<file path="config.mk">
export PLATFORM = sky130hd
export DESIGN_NAME = bct_ctrl
export DESIGN_NICKNAME = d
export VERILOG_FILES = /design/src/rtl/core/bct_pkg.sv /design/src/rtl/core/bct_ctrl.sv
export SDC_FILE = /design/constraint.sdc
export NUM_CORES = 1
export LEC_CHECK = 0
export ABC_AREA = 0
export BUFFER_PORTS_ARGS = -buffer_cell sky130_fd_sc_hd__buf_2
export CORE_MARGIN = 2
export CORE_UTILIZATION = 29
export CTS_CLUSTER_SIZE = 40
export DETAILED_ROUTE_END_ITERATION = 10
export PLACE_DENSITY = 0.47
export SYNTH_ARGS = -nofsm -noshare
export SYNTH_HDL_FRONTEND = slang
export SYNTH_SLANG_ARGS = --single-unit
</file>
<file path="constraint.sdc">
create_clock -name aclk -period 5.38 [get_ports aclk]
set_input_delay 0.538 -clock aclk [delete_from_list [all_inputs] [get_ports aclk]]
set_output_delay 0.538 -clock aclk [all_outputs]
set_load 0.01 [all_outputs]
</file>
<file path="src/rtl/core/bct_pkg.sv">
// ----------------------------------------------------------------------------
// bct_pkg
// shared types and constants of the binary contour tracer
// ----------------------------------------------------------------------------
package bct_pkg;

    localparam int COORD_W   = 9;
    localparam int COUNT_W   = 17;
    localparam int CFG_W     = 9;
    localparam int S_TDATA_W = 24;
    localparam int M_TDATA_W = 40;

    localparam int DEF_MAX_WIDTH  = 256;
    localparam int DEF_MAX_HEIGHT = 256;

    localparam logic [COUNT_W-1:0] COUNT_MAX = 17'd65536;

    // commands
    localparam logic [1:0] CMD_WRITE = 2'd0;
    localparam logic [1:0] CMD_START = 2'd1;
    localparam logic [1:0] CMD_STEP  = 2'd2;
    localparam logic [1:0] CMD_NONE  = 2'd3;

    // headings
    localparam logic [1:0] HD_EAST  = 2'd0;
    localparam logic [1:0] HD_SOUTH = 2'd1;
    localparam logic [1:0] HD_WEST  = 2'd2;
    localparam logic [1:0] HD_NORTH = 2'd3;

    // config register indexes
    localparam logic CFG_WIDTH  = 1'b0;
    localparam logic CFG_HEIGHT = 1'b1;

    typedef struct packed {
        logic img_we;
        logic img_wdata;
        logic mask_we;
        logic mask_wdata;
    } bct_wr_t;

    typedef struct packed {
        logic [COUNT_W-1:0] contour_count;
        logic               no_contour;
        logic               contour_end;
        logic               point_valid;
        logic [COORD_W-1:0] point_y;
        logic [COORD_W-1:0] point_x;
    } bct_res_t;

endpackage

</file>
<file path="src/rtl/core/bct_ctrl.sv">
// ----------------------------------------------------------------------------
// bct_ctrl
// command sequencer: pixel writes, raster mask scan and boundary steps
// ----------------------------------------------------------------------------
module bct_ctrl #(
    parameter int MAX_WIDTH  = bct_pkg::DEF_MAX_WIDTH,
    parameter int MAX_HEIGHT = bct_pkg::DEF_MAX_HEIGHT,
    parameter int ADDR_W     = $clog2(MAX_WIDTH) + $clog2(MAX_HEIGHT)
) (
    input  logic                        aclk,
    input  logic                        aresetn,
    input  logic [bct_pkg::COORD_W-1:0] width_cfg,
    input  logic [bct_pkg::COORD_W-1:0] height_cfg,
    input  logic                        item_valid,
    output logic                        item_ready,
    input  logic [1:0]                  item_cmd,
    input  logic [bct_pkg::COORD_W-1:0] item_x,
    input  logic [bct_pkg::COORD_W-1:0] item_y,
    input  logic                        item_black,
    input  logic                        item_mask,
    output logic                        res_valid,
    input  logic                        res_ready,
    output bct_pkg::bct_res_t           res,
    output bct_pkg::bct_wr_t            wr,
    output logic [ADDR_W-1:0]           wr_addr,
    output logic [ADDR_W-1:0]           img_raddr_a,
    output logic [ADDR_W-1:0]           img_raddr_b,
    output logic [ADDR_W-1:0]           mask_raddr,
    input  logic                        img_rdata_a,
    input  logic                        img_rdata_b,
    input  logic                        mask_rdata
);

    localparam int COL_W = $clog2(MAX_WIDTH);
    localparam int ROW_W = $clog2(MAX_HEIGHT);
    localparam int CW    = bct_pkg::COORD_W;
    localparam int PW    = CW + 1;

    localparam logic [2:0] ST_IDLE = 3'd0;
    localparam logic [2:0] ST_SCAN = 3'd1;
    localparam logic [2:0] ST_RD   = 3'd2;
    localparam logic [2:0] ST_EXE  = 3'd3;
    localparam logic [2:0] ST_EMIT = 3'd4;

    logic [2:0]                   state_reg, state_next;
    logic [CW-1:0]                cur_x_reg, cur_x_next, cur_y_reg, cur_y_next;
    logic [CW-1:0]                head_x_reg, head_x_next, head_y_reg, head_y_next;
    logic [1:0]                   hd_reg, hd_next;
    logic                         tracing_reg, tracing_next;
    logic [bct_pkg::COUNT_W-1:0]  tot_reg, tot_next;
    logic [CW-1:0]                sx_reg, sx_next, sy_reg, sy_next;
    logic                         issue_done_reg, issue_done_next;
    logic                         chk_valid_reg, chk_valid_next;
    logic [CW-1:0]                chk_x_reg, chk_x_next, chk_y_reg, chk_y_next;
    logic                         l_in_reg, l_in_next, r_in_reg, r_in_next;
    logic [CW-1:0]                pt_x_reg, pt_x_next, pt_y_reg, pt_y_next;
    logic                         pt_vld_reg, pt_vld_next;
    logic                         end_reg, end_next;
    logic                         none_reg, none_next;

    logic          accept;
    logic          hit;
    logic [PW-1:0] x0, y0, x1, y1;
    logic [PW-1:0] lx, ly, rx, ry;
    logic          pg, pd;
    logic [1:0]    new_hd;
    logic [CW-1:0] nx, ny;
    logic          wr_in_range;

    function automatic logic [ADDR_W-1:0] cell_addr(input logic [PW-1:0] col0,
                                                     input logic [PW-1:0] row0);
        logic [COL_W+PW-1:0] cx;
        logic [ROW_W+PW-1:0] ry_w;
        cx   = (COL_W + PW)'(col0);
        ry_w = (ROW_W + PW)'(row0);
        return {ry_w[ROW_W-1:0], cx[COL_W-1:0]};
    endfunction

    function automatic logic in_image(input logic [PW-1:0] px, input logic [PW-1:0] py,
                                      input logic [CW-1:0] w, input logic [CW-1:0] h);
        return (px != '0) && (py != '0) && (px <= {1'b0, w}) && (py <= {1'b0, h});
    endfunction

    assign accept     = item_valid && item_ready;
    assign item_ready = (state_reg == ST_IDLE);
    assign res_valid  = (state_reg == ST_EMIT);
    assign hit        = chk_valid_reg && mask_rdata;

    assign x0 = {1'b0, cur_x_reg};
    assign y0 = {1'b0, cur_y_reg};
    assign x1 = x0 + PW'(1);
    assign y1 = y0 + PW'(1);

    // pixels ahead, left and right of the heading, 1-based
    always_comb begin
        unique case (hd_reg)
            bct_pkg::HD_EAST:  begin lx = x1; ly = y0; rx = x1; ry = y1; end
            bct_pkg::HD_SOUTH: begin lx = x1; ly = y1; rx = x0; ry = y1; end
            bct_pkg::HD_WEST:  begin lx = x0; ly = y1; rx = x0; ry = y0; end
            default:           begin lx = x0; ly = y0; rx = x1; ry = y0; end
        endcase
    end

    assign pg = l_in_reg && img_rdata_a;
    assign pd = r_in_reg && img_rdata_b;

    always_comb begin
        priority if (!pg && !pd) begin
            new_hd = hd_reg + 2'd1;
        end else if (pg) begin
            new_hd = hd_reg - 2'd1;
        end else begin
            new_hd = hd_reg;
        end
    end

    always_comb begin
        nx = cur_x_reg;
        ny = cur_y_reg;
        unique case (new_hd)
            bct_pkg::HD_EAST:  nx = cur_x_reg + CW'(1);
            bct_pkg::HD_SOUTH: ny = cur_y_reg + CW'(1);
            bct_pkg::HD_WEST:  nx = cur_x_reg - CW'(1);
            default:           ny = cur_y_reg - CW'(1);
        endcase
    end

    assign wr_in_range = (item_x != '0) && (item_y != '0)
                      && (32'(item_x) <= MAX_WIDTH) && (32'(item_y) <= MAX_HEIGHT);

    always_comb begin
        state_next      = state_reg;
        cur_x_next      = cur_x_reg;
        cur_y_next      = cur_y_reg;
        head_x_next     = head_x_reg;
        head_y_next     = head_y_reg;
        hd_next         = hd_reg;
        tracing_next    = tracing_reg;
        tot_next        = tot_reg;
        sx_next         = sx_reg;
        sy_next         = sy_reg;
        issue_done_next = issue_done_reg;
        chk_valid_next  = 1'b0;
        chk_x_next      = sx_reg;
        chk_y_next      = sy_reg;
        l_in_next       = l_in_reg;
        r_in_next       = r_in_reg;
        pt_x_next       = pt_x_reg;
        pt_y_next       = pt_y_reg;
        pt_vld_next     = pt_vld_reg;
        end_next        = end_reg;
        none_next       = none_reg;
        wr              = '0;
        wr_addr         = '0;
        img_raddr_a     = '0;
        img_raddr_b     = '0;
        mask_raddr      = '0;

        unique case (state_reg)
            ST_IDLE: begin
                if (accept) begin
                    pt_x_next   = '0;
                    pt_y_next   = '0;
                    pt_vld_next = 1'b0;
                    end_next    = 1'b0;
                    none_next   = 1'b0;
                    state_next  = ST_EMIT;
                    unique case (item_cmd)
                        bct_pkg::CMD_WRITE: begin
                            if (wr_in_range) begin
                                wr.img_we      = 1'b1;
                                wr.img_wdata   = item_black;
                                wr.mask_we     = 1'b1;
                                wr.mask_wdata  = item_mask;
                                wr_addr = cell_addr({1'b0, item_x} - PW'(1),
                                                    {1'b0, item_y} - PW'(1));
                            end
                        end
                        bct_pkg::CMD_START: begin
                            sx_next         = '0;
                            sy_next         = '0;
                            issue_done_next = 1'b0;
                            state_next      = ST_SCAN;
                        end
                        bct_pkg::CMD_STEP: begin
                            if (tracing_reg) begin
                                state_next = ST_RD;
                            end
                        end
                        default: begin
                        end
                    endcase
                end
            end

            ST_SCAN: begin
                priority if (hit) begin
                    wr.mask_we   = 1'b1;
                    wr.mask_wdata = 1'b0;
                    wr_addr      = cell_addr({1'b0, chk_x_reg}, {1'b0, chk_y_reg});
                    head_x_next  = chk_x_reg;
                    head_y_next  = chk_y_reg;
                    cur_x_next   = chk_x_reg;
                    cur_y_next   = chk_y_reg;
                    hd_next      = bct_pkg::HD_EAST;
                    tracing_next = 1'b1;
                    if (tot_reg < bct_pkg::COUNT_MAX) begin
                        tot_next = tot_reg + bct_pkg::COUNT_W'(1);
                    end
                    pt_x_next    = chk_x_reg;
                    pt_y_next    = chk_y_reg;
                    pt_vld_next  = 1'b1;
                    state_next   = ST_EMIT;
                end else if (issue_done_reg && !chk_valid_reg) begin
                    tracing_next = 1'b0;
                    none_next    = 1'b1;
                    state_next   = ST_EMIT;
                end else if (!issue_done_reg) begin
                    mask_raddr     = cell_addr({1'b0, sx_reg}, {1'b0, sy_reg});
                    chk_valid_next = 1'b1;
                    if (sx_reg == width_cfg - CW'(1)) begin
                        sx_next = '0;
                        if (sy_reg == height_cfg - CW'(1)) begin
                            issue_done_next = 1'b1;
                        end else begin
                            sy_next = sy_reg + CW'(1);
                        end
                    end else begin
                        sx_next = sx_reg + CW'(1);
                    end
                end else begin
                    chk_valid_next = 1'b0;
                end
            end

            ST_RD: begin
                img_raddr_a = cell_addr(lx - PW'(1), ly - PW'(1));
                img_raddr_b = cell_addr(rx - PW'(1), ry - PW'(1));
                l_in_next   = in_image(lx, ly, width_cfg, height_cfg);
                r_in_next   = in_image(rx, ry, width_cfg, height_cfg);
                state_next  = ST_EXE;
            end

            ST_EXE: begin
                hd_next = new_hd;
                if (new_hd == bct_pkg::HD_EAST && in_image(x1, y1, width_cfg, height_cfg)) begin
                    wr.mask_we    = 1'b1;
                    wr.mask_wdata = 1'b0;
                    wr_addr       = cell_addr(x0, y0);
                end
                cur_x_next  = nx;
                cur_y_next  = ny;
                pt_x_next   = nx;
                pt_y_next   = ny;
                pt_vld_next = 1'b1;
                if (nx == head_x_reg && ny == head_y_reg) begin
                    end_next     = 1'b1;
                    tracing_next = 1'b0;
                end
                state_next = ST_EMIT;
            end

            ST_EMIT: begin
                if (res_ready) begin
                    state_next = ST_IDLE;
                end
            end

            default: begin
                state_next = ST_IDLE;
            end
        endcase
    end

    always_ff @(posedge aclk) begin
        if (!aresetn) begin
            state_reg     <= ST_IDLE;
            cur_x_reg     <= '0;
            cur_y_reg     <= '0;
            head_x_reg    <= '0;
            head_y_reg    <= '0;
            hd_reg        <= bct_pkg::HD_EAST;
            tracing_reg   <= 1'b0;
            tot_reg       <= '0;
            chk_valid_reg <= 1'b0;
        end else begin
            state_reg     <= state_next;
            cur_x_reg     <= cur_x_next;
            cur_y_reg     <= cur_y_next;
            head_x_reg    <= head_x_next;
            head_y_reg    <= head_y_next;
            hd_reg        <= hd_next;
            tracing_reg   <= tracing_next;
            tot_reg       <= tot_next;
            chk_valid_reg <= chk_valid_next;
        end
    end

    always_ff @(posedge aclk) begin
        sx_reg         <= sx_next;
        sy_reg         <= sy_next;
        issue_done_reg <= issue_done_next;
        chk_x_reg      <= chk_x_next;
        chk_y_reg      <= chk_y_next;
        l_in_reg       <= l_in_next;
        r_in_reg       <= r_in_next;
        pt_x_reg       <= pt_x_next;
        pt_y_reg       <= pt_y_next;
        pt_vld_reg     <= pt_vld_next;
        end_reg        <= end_next;
        none_reg       <= none_next;
    end

    always_comb begin
        res.point_x       = pt_x_reg;
        res.point_y       = pt_y_reg;
        res.point_valid   = pt_vld_reg;
        res.contour_end   = end_reg;
        res.no_contour    = none_reg;
        res.contour_count = tot_reg;
    end

    // mask clears during a step only on an eastward move
    a_step_clear_east: assert property (@(posedge aclk) disable iff (!aresetn)
        (state_reg == ST_EXE && wr.mask_we) |-> (new_hd == bct_pkg::HD_EAST))
        else $error("mask cleared on a non-east step");

    // contour count only moves on a scan hit
    a_count_on_hit: assert property (@(posedge aclk) disable iff (!aresetn)
        ($past(aresetn) && tot_reg != $past(tot_reg))
            |-> ($past(state_reg == ST_SCAN) && $past(hit)))
        else $error("contour count changed without a scan hit");

    // exhausted scan reports at once
    a_scan_exhaust: assert property (@(posedge aclk) disable iff (!aresetn)
        (state_reg == ST_SCAN && issue_done_reg && !chk_valid_reg)
            |=> (state_reg == ST_EMIT && none_reg))
        else $error("exhausted scan did not report no contour");

    // a result word never carries both a point and a failed scan
    a_res_excl: assert property (@(posedge aclk) disable iff (!aresetn)
        res_valid |-> !(res.point_valid && res.no_contour))
        else $error("result flags point and no contour together");

endmodule

</file>
## Word-level counts from Yosys, hierarchy flattened

Index checks and enable logic that the tools add are counted.
Widths: inputs -> output; s select.

| word-level totals | value |
|---|---|
| output and inout port bits | 108 |
| bits in registers | 120 |
| word-level logic and storage cells | 208 |
| input port bits | 47 |

| cells by class | value |
|---|---|
| muxes and demuxes | 77 |
| $lt $le $gt $ge | 9 |
| add/sub/neg operators | 19 |
| equality and inequality tests | 26 |
| bitwise logic cells | 2 |
| reduce and logical (&&, ||, !) cells | 54 |

Operators with widths:

| cell | count |
|---|---|
| $mux 16 | 11 |
| $mux 9 | 14 |
| $pmux 9 s2 | 6 |
| $le 10x9->1 | 6 |
| $reduce_bool 10->1 | 6 |
| $pmux 9 s3 | 2 |
| $pmux 16 s3 | 1 |
| $sub 8x1->8 const B | 6 |
| $mux 10 | 4 |
| $add 9x1->9 const B | 4 |
| $eq 9x9->1 | 4 |
| $sub 9x1->9 const B | 4 |
| $add 9x1->10 const B | 2 |
| $logic_and 1x1->1 | 20 |
| $le 9x9->1 const B | 2 |
| $reduce_bool 9->1 | 2 |
| $add 17x1->17 const B | 1 |
| $lt 17x17->1 const B | 1 |
| $mux 1 | 16 |
| $ne 2x2->1 const B | 8 |
| $mux 3 | 5 |
| $pmux 3 s5 | 1 |
| $reduce_and 3->1 | 5 |
| $mux 2 | 6 |
| other kinds (28) | 50 |

## Depth between registers and ports, before layout

Gate-level depths: netlist of the first run.

| depth | value |
|---|---|
| depth in word-level cells | 11 |
| mapped depth | 18 |
| mapped depth without buffers | 16 |

## Worst setup path after synthesis of the first run

OpenSTA, ideal clock, no wires.

| timing | value |
|---|---|
| kind | in2reg |
| start point | input port img_rdata_a |
| end point | register end_reg (enable) |
| setup time | 291 ps |
| stages on the path | 15 |
| setup slack | 1236 ps |
| buffers on the path | 1 |
| arrival | 3853 ps |
| data required time | 5089 ps |
| cell sequence | nand2_1 > a31oi_2 > nor2_1 > clkbuf_1 > nand2_1 > ha_1 > nand2b_1 > a211oi_1 > or3_1 > a31oi_1 > mux2i_1 > o311a_1 > nand4_1 > nor4_1 > a21o_1 |

| between the ends | value |
|---|---|
| word-level cells in the longest chain between the ends | 11 |
| elaborated cells on any way between the ends | 16 |
| classes of those cells | eq/ne: 5; mux: 4; reduce/logical: 7 |

RTL lines:

| what | line | text |
|---|---|---|
| from (decl) | bct_ctrl.sv:29 | `input logic img_rdata_a,` |
| $logic_and 1x1->1 (*) | bct_ctrl.sv:104 | `assign pg = l_in_reg && img_rdata_a;` |
| $logic_not 1->1 | bct_ctrl.sv:108 | `priority if (!pg && !pd) begin` |
| $logic_and 1x1->1 | bct_ctrl.sv:108 |  |
| $mux 2 (*) | bct_ctrl.sv:108 |  |
| $eq 2x2->1 or $logic_not 2->1 (tied branches) | bct_ctrl.sv:120 | `unique case (new_hd)` |
| $reduce_or 2->1 (no source line) | -- |  |
| $pmux 9 s2 | bct_ctrl.sv:120 |  |
| $eq 9x9->1 | bct_ctrl.sv:256 | `if (nx == head_x_reg && ny == head_y_reg) begin` |
| $logic_and 1x1->1 (*) | bct_ctrl.sv:256 |  |
| $ne 2x2->1 (no source line) (*) | -- |  |
| $reduce_and 3->1 (no source line) (*) | -- |  |
| to (signal assigned) | bct_ctrl.sv:310 | `end_reg <= end_next;` |
| to (decl) | bct_ctrl.sv:58 | `logic end_reg, end_next;` |

Mark *: on every way between the ends. The rest lies on a longest branch, timed or not.
A chain may end at the register's enable or synchronous reset.

## Final worst setup path of the first run

| timing | value |
|---|---|
| start point | register cur_y_reg[1] |
| end point | output port wr_addr[1] |

| between the ends | value |
|---|---|
| word-level cells in the longest chain between the ends | 8 |
| elaborated cells on any way between the ends | 9 |
| classes of those cells | add/sub: 1; order compare: 1; mux: 2; reduce/logical: 5 |

RTL lines:

| what | line | text |
|---|---|---|
| from (decl) | bct_ctrl.sv:46 | `logic [CW-1:0] cur_x_reg, cur_x_next, cur_y_reg, cur_y_next;` |
| from (signal assigned) | bct_ctrl.sv:289 | `cur_y_reg <= cur_y_next;` |
| $add 9x1->10 (*) | bct_ctrl.sv:92 | `assign y1 = y0 + PW'(1);` |
| branches (longest 3 deep; another with $le 10x9->1) | -- |  |
| $logic_and 1x1->1 (*) | bct_ctrl.sv:81 | `return (px != '0) && (py != '0) && (px <= {1'b0, w}) && (py <= {1'b0, h});` |
| $logic_and 1x1->1 (*) | bct_ctrl.sv:246 | `if (new_hd == bct_pkg::HD_EAST && in_image(x1, y1, width_cfg, height_cfg)) begin` |
| $mux 16 (*) | bct_ctrl.sv:246 |  |
| $pmux 16 s3 (*) | bct_ctrl.sv:159 | `unique case (state_reg)` |
| to (decl) | bct_ctrl.sv:25 | `output logic [ADDR_W-1:0] wr_addr,` |

Mark *: on every way between the ends.

==> run summary, run 1 <==
reg2reg setup slack = 0.58 ns
Post-Syn Nets = 1409
PostCTS Resize Cnt = 0
Final Core Density = 34.49%
status = complete, no violations
Reg-to-Reg Start = hd_reg[0]$_SDFFE_PN0P_
Final GP Congestion = 0.8447
Lkg Pwr = 5.417 nW
final hold vios = 0
Mapped Cells = 1281
reg-to-reg endpoint = end_reg$_DFFE_PP_
Post-CTS Setup Inserts = 0
max-slew violations = 0
footprint of the multi-input gates = 6723 sq um
final worst-path cycle share = 92.64%
library cells used by synthesis = 77
initial antenna violation count = 0
die width = 191.1 um
FMAX = 200.6 MHz
Post-synth EDFFs = 42
DR iter-0 viols = 674
final wirelength = 35.73 mm
Critical Path Sink Type = output port
sequential share of power = 41.8%
Post-Place Cells = 1847
RSZ-0062 raised after global routing = no
Final Skew = 0.01443 ns
Vias/cell = 5.120
clock root buffer = clkbuf_16
GRT Total Usage = 19.52%
Pre-antenna DRT Iters = 5
first-pass GRT wire length = 54.16 mm
Floorplan Core Area = 34540 sq um
worst setup path end = wr_addr[1]
H-tree Lvls = 4
R2R cell count = 15
Power Internal = 1.890 mW
worst endpoint required time = 4.84 ns
IO buf count = 154
power share of the combinational group = 17.2%
peak supply drop = 0.1797 mV
largest net degree at the start of global routing = 59
commonest non-fill, non-tap cell in the layout = nand2_1
Longest Clk Path Bufs = 2
Fin Setup TNS = 0 ns
Filler Cell Count = 3782
commonest cells after routing, fill and taps aside = nand2_1 (155), buf_2 (154), nor2_1 (140)
crit path DAT = 4.45 ns
CP Launch Point = cur_y_reg[1]$_SDFFE_PN0P_
placed cell areas = 11330 sq um
number of flip-flops in the largest register = 17
Avg Cell Area, Syn = 7.925 sq um
number of synthesized register bits = 120
Layout area overhead = 17.34%
Power per Cell Area = 233.7 nW/um^2
CTS Hold Bufs = 0
gr ovfl total = 0
Hold Crit Class = input pin to flop
Synth Warn # = 0
post-route design area = 11910 sq um
TritonCTS clock tree = built
die area = 36520 sq um
post-route insts no fill = 1879
Final setup viols = 0
Post-DRT Antenna Nets = 0
clock sink count = 120
Vias = 9621
Max-cap violations = 0
switching share of total power = 32.11%
worst slew pin tran = 1.085 ns
area occupied by registers = 2823 sq um
hold slack = 0.3924 ns
worst setup path class = flop to output port
clock period minus worst slack = 4.984 ns
hpwl dp = 27.92 mm
Post-synth ARST share = 0%
vias in the first global route = 9131
clock network fraction of design power = 40.9%
drt drc = 0
Post-Syn Area = 10150 sq um
per-cell routed wire length = 19.02 um
Worst Path Max Fanout = 17
CTS clk-pin slew, worst paths = 0.06 ns
initial core utilization = 29.39%
Slew headroom = 27.46%
Psw = 894.0 uW
Synth Flop Type = dfxtp_1
Cell Rows = 68
Final #Nets = 1539
CTS Buf Count = 17
sequential area share after synthesis = 27.80%
layout cell share with drive strength beyond 1 = 16.92%
ant diodes = 0
Chip Height = 191.1 um
I/O pin count = 155
CP Launch Type = flop
Skew-Pair Late Insertion Delay = 0.43 ns
## logic make-up after synthesis
group	synth area share, %
compound gates	16.15
xor+xnor	14.26
fa+ha+maj	10.06
buf+inv	6.174
flops	27.80
mux	1.109
simple gates	24.45
## synthesized netlist by cell type (all sizes together) (12+ instances only)
cell type  instances  area (sq um)
nand2            155         581.8
nor2             141         529.3
xnor2             92         805.8
ha                80          1001
dfxtp             78          1562
a21oi             68         340.3
xor2              68         595.6
inv               66         247.7
o21ai             57         285.3
clkbuf            48         207.7
nand3             44         220.2
nor3              43         220.2
edfxtp            42          1261
and3              37         246.5
a21o              26         202.7
nand4             22         137.6
buf               21         167.7
o21a              20         150.1
a211oi            15         112.6
nor2b             15         93.84
nor4              13         81.33
or3               12         76.33
## how the worst min path moves through the flow
stage,from,endpoint,slack [ns],cells past startpoint
after floorplan,chk_x_next[2]$_SDFFCE_PN0P_,chk_x_reg[2]$_DFF_P_,0.35,0
after global placement,head_x_reg[2]$_SDFFE_PN0P_,head_x_reg[2]$_SDFFE_PN0P_,0.45,2
after detailed placement,chk_y_next[8]$_SDFFCE_PN0P_,chk_y_reg[8]$_DFF_P_,0.46,0
after CTS,aresetn,state_reg[1]$_SDFFE_PN0P_,0.38,2
after global routing,aresetn,state_reg[1]$_SDFFE_PN0P_,0.39,2
final,aresetn,state_reg[1]$_SDFFE_PN0P_,0.39,2
## worst max-delay path, cell delays in order (launching register included)
cell and delay [ns]:
dfxtp_1 0.57, ha_1 0.38, and3_1 0.27, and3_1 0.27, and3_1 0.24, xor2_1 0.10
ha_1 0.33, nand4_1 0.09, nor3_1 0.31, o221ai_2 0.13, or4_4 0.52, a2111oi_4 0.19
buf_4 0.30, a21o_1 0.18, buf_2 0.13
## area by class of cell
| class | instances | share of cell area [%] |
|---|---|---|
| Sequential cell | 120 | 23.69 |
| Tap cell | 455 | 4.779 |
| Multi-Input combinational cell | 1025 | 56.43 |
| Timing Repair Buffer | 180 | 8.108 |
| Inverter | 67 | 2.111 |
| Clock inverter | 15 | 1.302 |
| Clock buffer | 17 | 3.571 |
## through the flow
stage	setup WS (ns)	total power, mW
after floorplan	1.236	1.436
after global placement	0.7413	1.662
after detailed placement	0.6432	1.663
after CTS	0.3923	2.806
after global routing	0.1497	2.907
final	0.3959	2.784
## power by group through the flow
stage	registers, mW	logic [mW]	clock network (mW)
after global placement	1.18	0.479	0
after detailed placement	1.18	0.480	0
final	1.16	0.479	1.14
after global routing	1.18	0.533	1.20
after CTS	1.17	0.484	1.16
after floorplan	1.13	0.306	0
## per-layer routing
| metal | up-vias | routed length (um) | track usage (%) | share of wire (%) |
|---|---|---|---|---|
| met4 | 0 | 727 | 5.503 | 2.0 |
| met3 | 44 | 1565 | 2.974 | 4.4 |
| met5 | - | 0 | 0 | 0 |
| li1 | 4748 | - | - | - |
| met1 | 4592 | 16440 | 25.87 | 46 |
| met2 | 237 | 16990 | 32.78 | 48 |
(Power assumes the default switching activity.)
==> run 2: changes to the inputs <==
Settings changed: CAP_MARGIN from default to 20, CORE_UTILIZATION 29 to 45, PLACE_DENSITY 0.47 to 0.67.
==> run 2 against run 1 <==
Effect of this change: sequential share of layout area up 0.46 points; setup slack about the same; combinational power down 1%; count of clock-buffer cells in the layout up 2; critical path type unchanged; largest cell class unchanged.
==> run summary, run 2 (synthesis results as in run 1) <==
first-pass GRT wire length = 50.22 mm (-7.3%)
initial core utilization = 46.23% (+17 points)
reg2reg setup slack = 0.94 ns (+0.36 ns)
hold slack = 0.3885 ns (-0.003922 ns)
hpwl dp = 24.57 mm (-12%)
Final GP Congestion = 0.9044 (+7.1%)
hold_sp = aresetn
layout cell share with drive strength beyond 1 = 16.43% (-0.49 points)
CTS Hold Bufs = 0 (unchanged)
status = complete, no violations
final worst-path cycle share = 92.65% (about the same)
final hold vios = 0 (unchanged)
Lkg Pwr = 5.392 nW (-0.47%)
Vias/cell = 5.769 (+13%)
TritonCTS clock tree = built
Final #Nets = 1533 (-0.39%)
clock root buffer = clkbuf_16
commonest non-fill, non-tap cell in the layout = nand2_1
worst setup path class = flop to output port
number of flip-flops in the largest register = 17 (unchanged)
worst slew pin tran = 0.9365 ns (-0.1490 ns)
M1 GR Usage = 35.10% (+9.2 points)
Final Skew = 0.01089 ns (-0.003535 ns)
PostCTS Resize Cnt = 0 (unchanged)
Hold Crit Class = input pin to flop
peak supply drop = 0.2114 mV (+18%)
clock period minus worst slack = 4.985 ns (+0.0004330 ns)
largest net degree at the start of global routing = 59 (unchanged)
Vias = 9795 (+1.8%)
Chip Height = 154.2 um (-19%)
DR iter-0 viols = 826 (+23%)
gr ovfl total = 0 (unchanged)
Reg-to-Reg Start = hd_reg[0]$_SDFFE_PN0P_
Slew headroom = 37.34% (+9.9 points)
initial antenna violation count = 1 (+1)
final wirelength = 31.93 mm (-11%)
Final setup viols = 0 (unchanged)
Cell Rows = 54 (-21%)
die area = 23780 sq um (-35%)
busiest grt layer = met2
I/O pin count = 155 (unchanged)
Skew-Pair Late Insertion Delay = 0.43 ns (about the same)
Floorplan Core Area = 21960 sq um (-36%)
vias in the first global route = 9153 (+0.24%)
M2 GR Usage = 43.82% (+11 points)
FMAX = 200.6 MHz (about the same)
per-cell routed wire length = 18.81 um (-1.1%)
Critical Path Sink Type = output port
Layout area overhead = 15.11%
met3 Use GR = 6.136% (+3.2 points)
worst endpoint required time = 4.84 ns (about the same)
footprint of the multi-input gates = 6723 sq um (unchanged)
commonest cells after routing, fill and taps aside = nand2_1 (155), buf_2 (154), nor2_1 (140)
CP Launch Point = cur_y_reg[0]$_SDFFE_PN0P_
CTS Buf Count = 17 (unchanged)
crit path DAT = 4.45 ns (about the same)
IO buf count = 154 (unchanged)
Pre-antenna DRT Iters = 5 (unchanged)
Post-DRT Antenna Nets = 0 (unchanged)
Power per Cell Area = 241.8 nW/um^2 (+3.5%)
Filler Cell Count = 2110 (-44%)
die width = 154.2 um (-19%)
CTS clk-pin slew, worst paths = 0.06 ns (about the same)
ant diodes = 0 (unchanged)
max-slew violations = 0 (unchanged)
Longest Clk Path Bufs = 2 (unchanged)
Worst Path Max Fanout = 17 (unchanged)
area occupied by registers = 2823 sq um (unchanged)
Max-cap violations = 0 (unchanged)
H-tree Lvls = 4 (unchanged)
drt drc = 0 (unchanged)
Post-CTS Setup Inserts = 0 (unchanged)
clock sink count = 120 (unchanged)
RSZ-0062 raised after global routing = no
GRT Total Usage = 26.95% (+7.4 points)
CP Launch Type = flop
Fin Setup TNS = 0 ns (unchanged)
-- run 2: layout make-up --
cell class	instances	area share (%)
repair buffers	174	7.912
well taps	280	2.998
flip-flops and latches	120	24.15
clock buffers	19	3.790
clock inverters	13	1.467
inverters	67	2.152
multi-input cells	1025	57.53
-- run 2: critical path: stages, from the launching register on --
cell	delay, ns
dfxtp_1	0.62
ha_1	0.35
and3_1	0.26
and3_1	0.26
and3_1	0.25
xor2_1	0.11
ha_1	0.32
nand4_1	0.08
nor3_1	0.30
o221ai_2	0.14
or4_4	0.53
a2111oi_4	0.20
buf_4	0.30
a21o_1	0.17
buf_2	0.13
-- run 2: report_power, final --
group | total (mW) | switching, mW | internal, mW
Clock | 1.19 | 0.445 | 0.745
Sequential | 1.16 | 0.111 | 1.05
Combinational | 0.473 | 0.287 | 0.187
-- run 2: through the flow --
step / cell area [sq um] / util [%] / cells / worst slack [ns] / power, mW
finish: 11690 / 53.22 / 1698 / 0.3955 / 2.826
global route: 11690 / 53.22 / 1698 / 0.05866 / 2.935
CTS: 11670 / 53.17 / 1697 / 0.3995 / 2.823
detailed placement: 11060 / 50.37 / 1665 / 0.8612 / 1.640
global placement: 11060 / 50.37 / 1665 / 0.9661 / 1.634
floorplan: 10150 / - / 1281 / 1.236 / 1.436
-- run 2: worst paths after layout --
kind	end	cells past startpoint
worst max-delay path	wr_addr[8]	14
worst min-delay path	state_reg[1]$_SDFFE_PN0P_	2
worst max register to register	end_reg$_DFFE_PP_	15
worst min register to register	head_x_reg[6]$_SDFFE_PN0P_	2
-- run 2: metal layers --
layer	part of all wire [%]	wire [um]	vias to the layer above
li1	-	-	4733
met1	42	13430	4574
met2	47	14920	414
met3	7.7	2472	74
met4	3.5	1105	0
met5	0	0	-
